==> src/hw/rtl/lxrd_pkg.sv <==
// ----------------------------------------------------------------------------
// lxrd_pkg
// Shared types, constants and the block order table for the record decryptor.
// ----------------------------------------------------------------------------
`default_nettype none

package lxrd_pkg;

	localparam int unsigned RecWords    = 116;
	localparam int unsigned HdrWords    = 4;
	localparam int unsigned BlkWords    = 28;
	localparam int unsigned ShufCount   = 24;
	localparam int unsigned FifoDepthDef = 2;

	localparam logic [31:0] LcgMul = 32'h41C6_4E6D;
	localparam logic [31:0] LcgAdd = 32'h0000_6073;

	localparam logic [6:0] PosKeyLo  = 7'd0;
	localparam logic [6:0] PosKeyHi  = 7'd1;
	localparam logic [6:0] PosSanity = 7'd2;
	localparam logic [6:0] PosCheck  = 7'd3;
	localparam logic [6:0] PosLast   = 7'(RecWords - 1);
	localparam logic [4:0] OffLast   = 5'(BlkWords - 1);

	typedef enum logic [2:0] {
		KIND_KEY_LO  = 3'd0,
		KIND_KEY_HI  = 3'd1,
		KIND_SANITY  = 3'd2,
		KIND_CHECK   = 3'd3,
		KIND_PAYLOAD = 3'd4
	} lxrd_kind_t;

	typedef struct packed {
		logic [15:0] word;
		lxrd_kind_t  kind;
		logic [6:0]  dest;
		logic        last;
	} lxrd_entry_t;

	// Row per shuffle value: destination block of source block b in bits [2b+1:2b].
	localparam logic [7:0] ShufTbl [ShufCount] = '{
		8'hE4, 8'hB4, 8'hD8, 8'h78, 8'h9C, 8'h6C,
		8'hE1, 8'hB1, 8'hC9, 8'h39, 8'h8D, 8'h2D,
		8'hD2, 8'h72, 8'hC6, 8'h36, 8'h4E, 8'h1E,
		8'h93, 8'h63, 8'h87, 8'h27, 8'h4B, 8'h1B
	};

	function automatic logic [1:0] dest_block(input logic [4:0] sel, input logic [1:0] blk);
		logic [7:0] row;
		row = ShufTbl[sel];
		return row[{blk, 1'b0} +: 2];
	endfunction

endpackage

`default_nettype wire

==> src/hw/rtl/lcg_xor_record_decrypt_unshuffle.sv <==
// ----------------------------------------------------------------------------
// lcg_xor_record_decrypt_unshuffle
// Decrypts 116-word records against an LCG keystream and tags each word with
// its destination index after the block unshuffle.
// ----------------------------------------------------------------------------
// Takes one 16-bit word per cycle while in_ready is high and returns one
// result per word, in order. Words 0 and 1 carry the key, words 2 and 3 the
// sanity word and checksum; each later word is XORed with the top half of the
// keystream, and the last word of a record reports record_valid. A result
// passes the FIFO and the output register; the sustained rate is one word per
// cycle while out_ready stays high, with the keystream from the single 32-bit
// multiply-add in the back end. The first word after reset starts a record.
`default_nettype none

module lcg_xor_record_decrypt_unshuffle import lxrd_pkg::*; #(
	parameter int unsigned FifoDepth = FifoDepthDef
) (
	input  wire logic        clk,
	input  wire logic        arst_n,
	input  wire logic        in_valid,
	output logic             in_ready,
	input  wire logic [15:0] word_in,
	output logic             out_valid,
	input  wire logic        out_ready,
	output logic [15:0]      word_out,
	output logic [6:0]       dest_index,
	output logic             last,
	output logic             record_valid
);

	lxrd_entry_t push_data;
	lxrd_entry_t pop_data;
	logic        push;
	logic        pop;
	logic        q_full;
	logic        q_not_empty;

	lxrd_front u_front (
		.clk       (clk),
		.arst_n    (arst_n),
		.in_valid  (in_valid),
		.word_in   (word_in),
		.q_full    (q_full),
		.in_ready  (in_ready),
		.push      (push),
		.push_data (push_data)
	);

	lxrd_fifo #(
		.Depth (FifoDepth)
	) u_fifo (
		.clk       (clk),
		.arst_n    (arst_n),
		.push      (push),
		.push_data (push_data),
		.pop       (pop),
		.full      (q_full),
		.not_empty (q_not_empty),
		.pop_data  (pop_data)
	);

	lxrd_back u_back (
		.clk          (clk),
		.arst_n       (arst_n),
		.q_not_empty  (q_not_empty),
		.q_data       (pop_data),
		.pop          (pop),
		.out_ready    (out_ready),
		.out_valid    (out_valid),
		.word_out     (word_out),
		.dest_index   (dest_index),
		.last         (last),
		.record_valid (record_valid)
	);

endmodule

`default_nettype wire

==> src/hw/rtl/lxrd_front.sv <==
// ----------------------------------------------------------------------------
// lxrd_front
// Tracks the word position, extracts the shuffle value and tags each word
// with its kind and unshuffled destination index.
// ----------------------------------------------------------------------------
`default_nettype none

module lxrd_front import lxrd_pkg::*; (
	input  wire logic        clk,
	input  wire logic        arst_n,
	input  wire logic        in_valid,
	input  wire logic [15:0] word_in,
	input  wire logic        q_full,
	output logic             in_ready,
	output logic             push,
	output lxrd_entry_t      push_data
);

	logic [6:0] pos_q;
	logic [1:0] blk_q;
	logic [4:0] off_q;
	logic [2:0] key_mid_q;
	logic [4:0] sel_q;
	logic [4:0] sel_raw;
	logic [4:0] sel_mod;
	logic [6:0] payload_dest;
	logic       is_last;

	assign in_ready = !q_full;
	assign push     = in_valid && in_ready;
	assign is_last  = (pos_q == PosLast);

	assign sel_raw = {word_in[1:0], key_mid_q};
	assign sel_mod = (sel_raw >= 5'(ShufCount)) ? sel_raw - 5'(ShufCount) : sel_raw;

	assign payload_dest = 7'(HdrWords) + 7'(BlkWords) * {5'd0, dest_block(sel_q, blk_q)}
		+ {2'd0, off_q};

	always_comb begin
		push_data.word = word_in;
		push_data.dest = pos_q;
		push_data.last = 1'b0;
		unique case (pos_q)
			PosKeyLo:  push_data.kind = KIND_KEY_LO;
			PosKeyHi:  push_data.kind = KIND_KEY_HI;
			PosSanity: push_data.kind = KIND_SANITY;
			PosCheck:  push_data.kind = KIND_CHECK;
			default: begin
				push_data.kind = KIND_PAYLOAD;
				push_data.dest = payload_dest;
				push_data.last = is_last;
			end
		endcase
	end

	always_ff @(posedge clk or negedge arst_n) begin
		if (!arst_n) begin
			pos_q     <= '0;
			blk_q     <= '0;
			off_q     <= '0;
			key_mid_q <= '0;
			sel_q     <= '0;
		end else if (push) begin
			pos_q <= is_last ? '0 : pos_q + 7'd1;
			if (pos_q == PosKeyLo) begin
				key_mid_q <= word_in[15:13];
			end
			if (pos_q == PosKeyHi) begin
				sel_q <= sel_mod;
			end
			if (push_data.kind == KIND_PAYLOAD) begin
				if (is_last) begin
					blk_q <= '0;
					off_q <= '0;
				end else if (off_q == OffLast) begin
					blk_q <= blk_q + 2'd1;
					off_q <= '0;
				end else begin
					off_q <= off_q + 5'd1;
				end
			end
		end
	end

endmodule

`default_nettype wire

==> src/hw/rtl/lxrd_fifo.sv <==
// ----------------------------------------------------------------------------
// lxrd_fifo
// Short queue of tagged words between the front and the back end.
// ----------------------------------------------------------------------------
`default_nettype none

module lxrd_fifo import lxrd_pkg::*; #(
	parameter int unsigned Depth = FifoDepthDef
) (
	input  wire logic         clk,
	input  wire logic         arst_n,
	input  wire logic         push,
	input  wire lxrd_entry_t  push_data,
	input  wire logic         pop,
	output logic              full,
	output logic              not_empty,
	output lxrd_entry_t       pop_data
);

	localparam int unsigned PtrW = (Depth > 1) ? $clog2(Depth) : 1;
	localparam int unsigned CntW = $clog2(Depth + 1);

	lxrd_entry_t          mem_q [Depth];
	logic [PtrW-1:0]      wr_ptr_q;
	logic [PtrW-1:0]      rd_ptr_q;
	logic [CntW-1:0]      count_q;

	assign full      = (count_q == CntW'(Depth));
	assign not_empty = (count_q != '0);
	assign pop_data  = mem_q[rd_ptr_q];

	always_ff @(posedge clk) begin
		if (push) begin
			mem_q[wr_ptr_q] <= push_data;
		end
	end

	always_ff @(posedge clk or negedge arst_n) begin
		if (!arst_n) begin
			wr_ptr_q <= '0;
			rd_ptr_q <= '0;
			count_q  <= '0;
		end else begin
			if (push) begin
				wr_ptr_q <= (wr_ptr_q == PtrW'(Depth - 1)) ? '0 : wr_ptr_q + PtrW'(1);
			end
			if (pop) begin
				rd_ptr_q <= (rd_ptr_q == PtrW'(Depth - 1)) ? '0 : rd_ptr_q + PtrW'(1);
			end
			if (push && !pop) begin
				count_q <= count_q + CntW'(1);
			end else if (pop && !push) begin
				count_q <= count_q - CntW'(1);
			end
		end
	end

endmodule

`default_nettype wire

==> src/hw/rtl/lxrd_back.sv <==
// ----------------------------------------------------------------------------
// lxrd_back
// Runs the keystream, decrypts payload words, accumulates the checksum and
// holds the result in the output register.
// ----------------------------------------------------------------------------
`default_nettype none

module lxrd_back import lxrd_pkg::*; (
	input  wire logic        clk,
	input  wire logic        arst_n,
	input  wire logic        q_not_empty,
	input  wire lxrd_entry_t q_data,
	output logic             pop,
	input  wire logic        out_ready,
	output logic             out_valid,
	output logic [15:0]      word_out,
	output logic [6:0]       dest_index,
	output logic             last,
	output logic             record_valid
);

	logic [31:0] seed_q;
	logic [15:0] sum_q;
	logic [15:0] exp_q;
	logic        bad_q;
	logic        out_valid_q;
	logic [15:0] word_q;
	logic [6:0]  dest_q;
	logic        last_q;
	logic        rv_q;

	logic [31:0] seed_next;
	logic [15:0] res;
	logic [15:0] sum_next;
	logic        is_payload;

	assign pop        = q_not_empty && (!out_valid_q || out_ready);
	assign is_payload = (q_data.kind == KIND_PAYLOAD);
	assign seed_next  = seed_q * LcgMul + LcgAdd;
	assign res        = is_payload ? (q_data.word ^ seed_q[31:16]) : q_data.word;
	assign sum_next   = sum_q + res;

	assign out_valid    = out_valid_q;
	assign word_out     = word_q;
	assign dest_index   = dest_q;
	assign last         = last_q;
	assign record_valid = rv_q;

	always_ff @(posedge clk) begin
		if (pop) begin
			word_q <= res;
			dest_q <= q_data.dest;
			last_q <= q_data.last;
			rv_q   <= q_data.last && !bad_q && (sum_next == exp_q);
		end
	end

	// seed is advanced once on the sanity word so it leads each payload word
	always_ff @(posedge clk or negedge arst_n) begin
		if (!arst_n) begin
			out_valid_q <= 1'b0;
			seed_q      <= '0;
			sum_q       <= '0;
			exp_q       <= '0;
			bad_q       <= 1'b0;
		end else begin
			if (pop) begin
				out_valid_q <= 1'b1;
			end else if (out_ready) begin
				out_valid_q <= 1'b0;
			end
			if (pop) begin
				unique case (q_data.kind)
					KIND_KEY_LO: begin
						seed_q[15:0] <= q_data.word;
						sum_q        <= '0;
					end
					KIND_KEY_HI: begin
						seed_q[31:16] <= q_data.word;
					end
					KIND_SANITY: begin
						bad_q  <= |q_data.word;
						seed_q <= seed_next;
					end
					KIND_CHECK: begin
						exp_q <= q_data.word;
					end
					KIND_PAYLOAD: begin
						seed_q <= seed_next;
						sum_q  <= sum_next;
					end
					default: begin
						seed_q <= seed_q;
					end
				endcase
			end
		end
	end

endmodule

`default_nettype wire

==> config.mk <==
export PLATFORM = sky130hd
export DESIGN_NAME = lcg_xor_record_decrypt_unshuffle
export DESIGN_NICKNAME = d
export VERILOG_FILES = /design/src/hw/rtl/lxrd_pkg.sv /design/src/hw/rtl/lcg_xor_record_decrypt_unshuffle.sv /design/src/hw/rtl/lxrd_front.sv /design/src/hw/rtl/lxrd_fifo.sv /design/src/hw/rtl/lxrd_back.sv
export SDC_FILE = /design/constraint.sdc
export NUM_CORES = 1
export LEC_CHECK = 0
export BUFFER_PORTS_ARGS = -buffer_cell sky130_fd_sc_hd__buf_4
export CAP_MARGIN = 20
export CELL_PAD_IN_SITES_DETAIL_PLACEMENT = 1
export CELL_PAD_IN_SITES_GLOBAL_PLACEMENT = 2
export CORE_MARGIN = 4
export CORE_UTILIZATION = 43
export CTS_CLUSTER_DIAMETER = 200
export CTS_CLUSTER_SIZE = 14
export DETAILED_ROUTE_END_ITERATION = 10
export PLACE_DENSITY_LB_ADDON = 0.2
export REMOVE_ABC_BUFFERS = 1
export SYNTH_ARGS = -nofsm -noshare
export SYNTH_HDL_FRONTEND = slang
export SYNTH_SLANG_ARGS = --single-unit
==> constraint.sdc <==
create_clock -name clk -period 9.73 [get_ports clk]
set_clock_uncertainty 0.2 [all_clocks]
set_input_delay 0.973 -clock clk [delete_from_list [all_inputs] [get_ports clk]]
set_output_delay 0.973 -clock clk [all_outputs]
set_load 0.005 [all_outputs]
==> impl_metrics.env, run 1 <==
export IMPL_hold_path_class="reg2reg"
export IMPL_clock_sinks=171
export IMPL_seqCellArea_um2=4674
export IMPL_layout_commonest_cell="inv_1"
export IMPL_portBuffers=46
export IMPL_cp_required_ns=9.85
export IMPL_grt_pass1_wl_um=79280
export IMPL_tns_ns=0
export IMPL_hold_violations=0
export IMPL_synth_ff_type="dfrtp_1"
export IMPL_syn_area_um2=17690
export IMPL_post_cts_buffers=0
export IMPL_first_global_vias=13370
export IMPL_slew_headroom=0.4754
export IMPL_synth_edf_count=79
export IMPL_drt_vias_per_instance=5.232
export IMPL_netlist_area_leader_share=0.2150
export IMPL_maxCapViolCount=0
export IMPL_cts_tree="done"
export IMPL_postRouteWirelength_um=50820
export IMPL_final_cell_mix="423 x inv_1, 244 x ha_1, 190 x fa_1"
export IMPL_crit_path_start_kind="flop"
export IMPL_die_x_um=210.8
export IMPL_syn_inst=1745
export IMPL_worst_slew_pin_slew_ns=0.7870
export IMPL_dieArea_um2=44450
export IMPL_cts_root_buf="clkbuf_16"
export IMPL_firstDrtPassIters=5
export IMPL_critPathKind="reg2reg"
export IMPL_outcome="completed"
export IMPL_yosys_area_top_type="fa_1"
export IMPL_ys_ff_latch=171
export IMPL_grt_max_degree=56
export IMPL_cp_end_kind="flop"
export IMPL_antenna_found_initial=0
export IMPL_path_clk_slew_ns=0.07
export IMPL_yosysSeqAreaShare=0.2643
export IMPL_nNetsFinal=2254
export IMPL_arrival_ns=7.90
export IMPL_track_usage=0.2345
export IMPL_syn2layout_area_growth_pct=9.160
export IMPL_syn_area_per_cell_um2=10.14
export IMPL_synth_distinct_cells=71
export IMPL_io_pins=47
export IMPL_finalMaxSlewViolations=0
export IMPL_cts_htree_levels=4
export IMPL_ys_async_sr_fraction=0.5380
export IMPL_rsz0062_at_grt="no"
export IMPL_cts_hold_buf=0
export IMPL_final_antenna_net_count=0
export IMPL_drc=0
export IMPL_drive_above_1_share=0.07336
export IMPL_synth_area_top_cells="fa_1 22%, ha_1 17%, edfxtp_1 13%"
export IMPL_yosys_warnings=0
export IMPL_grt_overflow=0
export IMPL_die_h_um=210.8
export IMPL_max_freq_mhz=128.5
export IMPL_clock_path_buffers=2
export IMPL_fillers=4564
export IMPL_dp_final_hpwl_um=42660
export IMPL_min_period_over_period=0.7996
export IMPL_core_um2=40740
export IMPL_vias=12270
export IMPL_cts_resized=0
export IMPL_fin_crit_ns=7.780
export IMPL_diodes=0
export IMPL_critical_path_max_fanout=9
export IMPL_numCtsBuffers=17
export IMPL_post_drt_wl_per_cell_um=21.67
export IMPL_multi_input_area_um2=11310
export IMPL_clkLatencyLatePin_ns=0.45
export IMPL_rows=74
export IMPL_setup_viol=0
export IMPL_drt_initial_drc_count=605
export IMPL_initial_core_util=0.4342
export IMPL_gp_congestion=0.9090
[registers in the layout (all words and copies together), names as in the netlist]
register,flops
u_back.dest_index,7
u_fifo.mem_q,54
u_front.key_mid_q,3
u_back.exp_q,16
u_front.blk_q,2
u_front.off_q,5
u_back.record_valid,1
u_back.bad_q,1
u_fifo.count_q,2
u_fifo.wr_ptr_q,1
u_front.sel_q,5
u_front.pos_q,7
u_back.sum_q,16
u_back.seed_q,32
u_back.out_valid,1
u_fifo.rd_ptr_q,1
u_back.word_out,16
u_back.last,1
[final timing paths]
check                                             startpoint                       endpoint  slack (ns)  cells after the start
min in group asynchronous                             arst_n   u_back.sum_q[12]$_DFFE_PN0P_        0.32                      1
worst min register to register   u_back.sum_q[3]$_DFFE_PN0P_    u_back.sum_q[3]$_DFFE_PN0P_        0.30                      2
worst max register to register  u_back.seed_q[1]$_DFFE_PN0P_  u_back.seed_q[29]$_DFFE_PN0P_        1.95                     25
worst max-delay path            u_back.seed_q[1]$_DFFE_PN0P_  u_back.seed_q[29]$_DFFE_PN0P_        1.95                     25
worst min-delay path             u_back.sum_q[3]$_DFFE_PN0P_    u_back.sum_q[3]$_DFFE_PN0P_        0.30                      2
max in group asynchronous                             arst_n   u_back.exp_q[10]$_DFFE_PN0P_        7.81                      2
[synthesized netlist by cell type, types with 23 or more instances]
cell type and number:
o21ai_0 59, a21oi_1 74, nor2_1 52, inv_1 423
nand3_1 23, ha_1 244, xor2_1 47, edfxtp_1 79
fa_1 190, mux2i_1 24, nand2_1 102, dfrtp_1 92
xnor2_1 75, clkbuf_1 25
[critical path, cell delays in order (launching register included)]
cell and delay (ns):
dfrtp_1 0.56, inv_1 0.23, ha_1 0.38, xnor2_1 0.19, ha_1 0.22, or2_2 0.31, fa_1 0.52, fa_1 0.43
ha_1 0.31, inv_1 0.05, fa_1 0.48, inv_1 0.05, fa_1 0.53, inv_1 0.05, fa_1 0.54, inv_1 0.04
ha_1 0.43, o21a_1 0.17, o211ai_1 0.10, nor4bb_1 0.48, o2111ai_1 0.25, a211oi_1 0.49, a21oi_1 0.18, xnor2_1 0.16
a211oi_1 0.23, a21oi_1 0.06
[through the flow]
stage | setup slack (ns) | instances | utilization | instance area [µm²] | hold WS, ns
after floorplan | 2.964 | 1717 | - | 17570 | 0.2551
after global placement | 2.310 | 2311 | 0.4592 | 18710 | 0.2722
after detailed placement | 2.043 | 2311 | 0.4592 | 18710 | 0.2791
after CTS | 2.015 | 2343 | 0.4734 | 19290 | 0.2951
after global routing | 1.611 | 2345 | 0.4740 | 19310 | 0.3255
final | 1.950 | 2345 | 0.4740 | 19310 | 0.2950
[final cells by class]
cell class              count  area share
flip-flops and latches    171      0.2421
multi-input cells        1122      0.5859
repair buffers             64     0.02527
well taps                 532     0.03447
clock buffers              18     0.02223
clock inverters            14    0.007646
inverters                 424     0.08243
[kinds of logic after synthesis]
| kind of cell | share of synthesized area |
|---|---|
| DFF | 0.2643 |
| AOI/OAI and AO/OA | 0.09295 |
| muxes | 0.02907 |
| and+or+nand+nor | 0.06911 |
| xor gates and xnor gates | 0.06041 |
| buffers and inverters | 0.09655 |
| adders and majority gates | 0.3876 |
[metal layers]
layer  global-route usage  part of all wire
met2               0.3849              0.47
met1               0.3402              0.48
met3              0.03253             0.037
met5                    0                 0
met4              0.03801             0.011
Power of run 1 is left out: the tool's default activity adds up to more than one toggle a clock period on the data nets, which glitch-free logic cannot reach.
==> inputs of run 2 (changes only) <==
Clock period 9.73 ns to 7.5 ns, I/O delays scaled along.
==> run 2 against run 1 <==
Net effect: flip-flop and latch count did not move; die area is the same; final cell count grew 0.77%; routed wire length is 0.84% higher; non-clock buffer count increased by 18; setup slack got worse by 1.7 ns; hold slack got worse by 0.21 ns; critical path type unchanged; highest routed layer unchanged.
==> impl_metrics.env, run 2 (same netlist as run 1, synthesis figures left out) <==
export IMPL_postRouteWirelength_um=51240
export IMPL_fin_ws_ns=0.2161
export IMPL_nNetsFinal=2272
export IMPL_clock_sinks=171
export IMPL_drt_vias_per_instance=5.190
export IMPL_clock_path_buffers=2
export IMPL_finalMaxSlewViolations=0
export IMPL_clkLatencyLatePin_ns=0.48
export IMPL_final_antenna_net_count=0
export IMPL_cpLargestDelayFamily="adder cells"
export IMPL_rows=74
export IMPL_hold_path_class="in2async"
export IMPL_gp_congestion=0.9206
export IMPL_layout_commonest_cell="inv_1"
export IMPL_cts_htree_levels=4
export IMPL_critPathKind="reg2reg"
export IMPL_die_x_um=210.8
export IMPL_initial_core_util=0.4342
export IMPL_crit_path_start_kind="flop"
export IMPL_portBuffers=46
export IMPL_path_buf_inv=8
export IMPL_worst_slew_pin_slew_ns=0.7522
export IMPL_io_pins=47
export IMPL_cp_required_ns=7.65
export IMPL_largest_register_ff_count=54
export IMPL_grt_pass1_wl_um=80560
export IMPL_final_cell_mix="423 x inv_1, 241 x ha_1, 190 x fa_1"
export IMPL_startpoint="u_back.seed_q[8]$_DFFE_PN0P_"
export IMPL_dp_final_hpwl_um=42920
export IMPL_arrival_ns=7.44
export IMPL_place_ws_ns=0.07453
export IMPL_post_drt_wl_per_cell_um=21.68
export IMPL_cp_end_kind="flop"
export IMPL_first_global_vias=13600
export IMPL_grt_max_degree=56
export IMPL_slew_headroom=0.4842
export IMPL_min_period_over_period=0.9712
export IMPL_hold_violations=0
export IMPL_crit_slowest_cell="fa_1"
export IMPL_max_stage_delay_ns=0.57
export IMPL_outcome="completed"
export IMPL_dp_cells=2329
export IMPL_die_h_um=210.8
export IMPL_diodes=0
export IMPL_fin_crit_ns=7.284
export IMPL_cts_root_buf="clkbuf_16"
export IMPL_syn2layout_area_growth_pct=10.66
export IMPL_core_um2=40740
export IMPL_instances_no_fill=2363
export IMPL_cts_hold_buf=0
export IMPL_max_freq_mhz=137.3
export IMPL_r2r_start="u_back.seed_q[8]$_DFFE_PN0P_"
export IMPL_vias=12270
export IMPL_drc=0
export IMPL_crit_cells=26
export IMPL_largest_register="u_fifo.mem_q"
export IMPL_firstDrtPassIters=5
export IMPL_dieArea_um2=44450
export IMPL_setup_viol=0
export IMPL_reg_top3="u_fifo.mem_q x54, u_back.seed_q x32"
export IMPL_critical_path_max_fanout=8
export IMPL_drt_initial_drc_count=617
export IMPL_final_util=0.4805
export IMPL_antenna_found_initial=0
export IMPL_drive_above_1_share=0.09066
export IMPL_path_clk_slew_ns=0.08
export IMPL_maxCapViolCount=0
export IMPL_cts_tree="done"
export IMPL_grt_overflow=0
export IMPL_track_usage=0.2419
export IMPL_reg2reg_depth=26
export IMPL_numCtsBuffers=17
[run 2: cell types whose count changed in the layout (fill, tap and decap cells not counted), sizes merged]
cell      delta
clkbuf       -1
buf         +18
bufinv       +1
clkinv       +4
inv          -2
clkinvlp     -2
[run 2: area by class of cell]
cell class              count  area, µm²
inverters                 424       1592
clock inverters            15      196.4
well taps                 532      665.6
repair buffers             82      623.1
fillers                  4583      21170
multi-input cells        1122      11400
flip-flops and latches    171       4674
clock buffers              17      425.4
[run 2: repair_timing]
item / CTS / global route
resized for setup: 0 / 15
buffers inserted: 0 / 1
endpoints found under the setup margin: 0 / 14
endpoints found under the hold margin: 0 / 0
[run 2: final timing paths]
path                       slack [ns]                       endpoint
max                              0.22  u_back.seed_q[29]$_DFFE_PN0P_
min                              0.09   u_back.sum_q[12]$_DFFE_PN0P_
max reg2reg                      0.22  u_back.seed_q[29]$_DFFE_PN0P_
min reg2reg                      0.30   u_back.exp_q[10]$_DFFE_PN0P_
max in group asynchronous        5.78   u_back.exp_q[10]$_DFFE_PN0P_
min in group clk                 0.26  u_fifo.mem_q[0][22]$_DFFE_PP_
[run 2: through the flow]
stage / area [µm²] / setup TNS [ns] / hold WS [ns]
finish: 19570 / 0 / 0.08691
global route: 19570 / -0.4040 / 0.1145
CTS: 19470 / 0 / 0.09029
detailed placement: 18840 / 0 / 0.2872
global placement: 18840 / 0 / 0.2739
floorplan: 17570 / 0 / 0.2544
[run 2: routing by layer]
layer  GRT usage  vias to the layer above  routed length, µm
met5           0                        -                  0
met4     0.07355                        0               1283
met1      0.3440                     6231              24380
li1            -                     5785                  -
met2      0.3851                      185              23970
met3     0.03743                       64               1609
Power of run 2 is left out for the same reason.
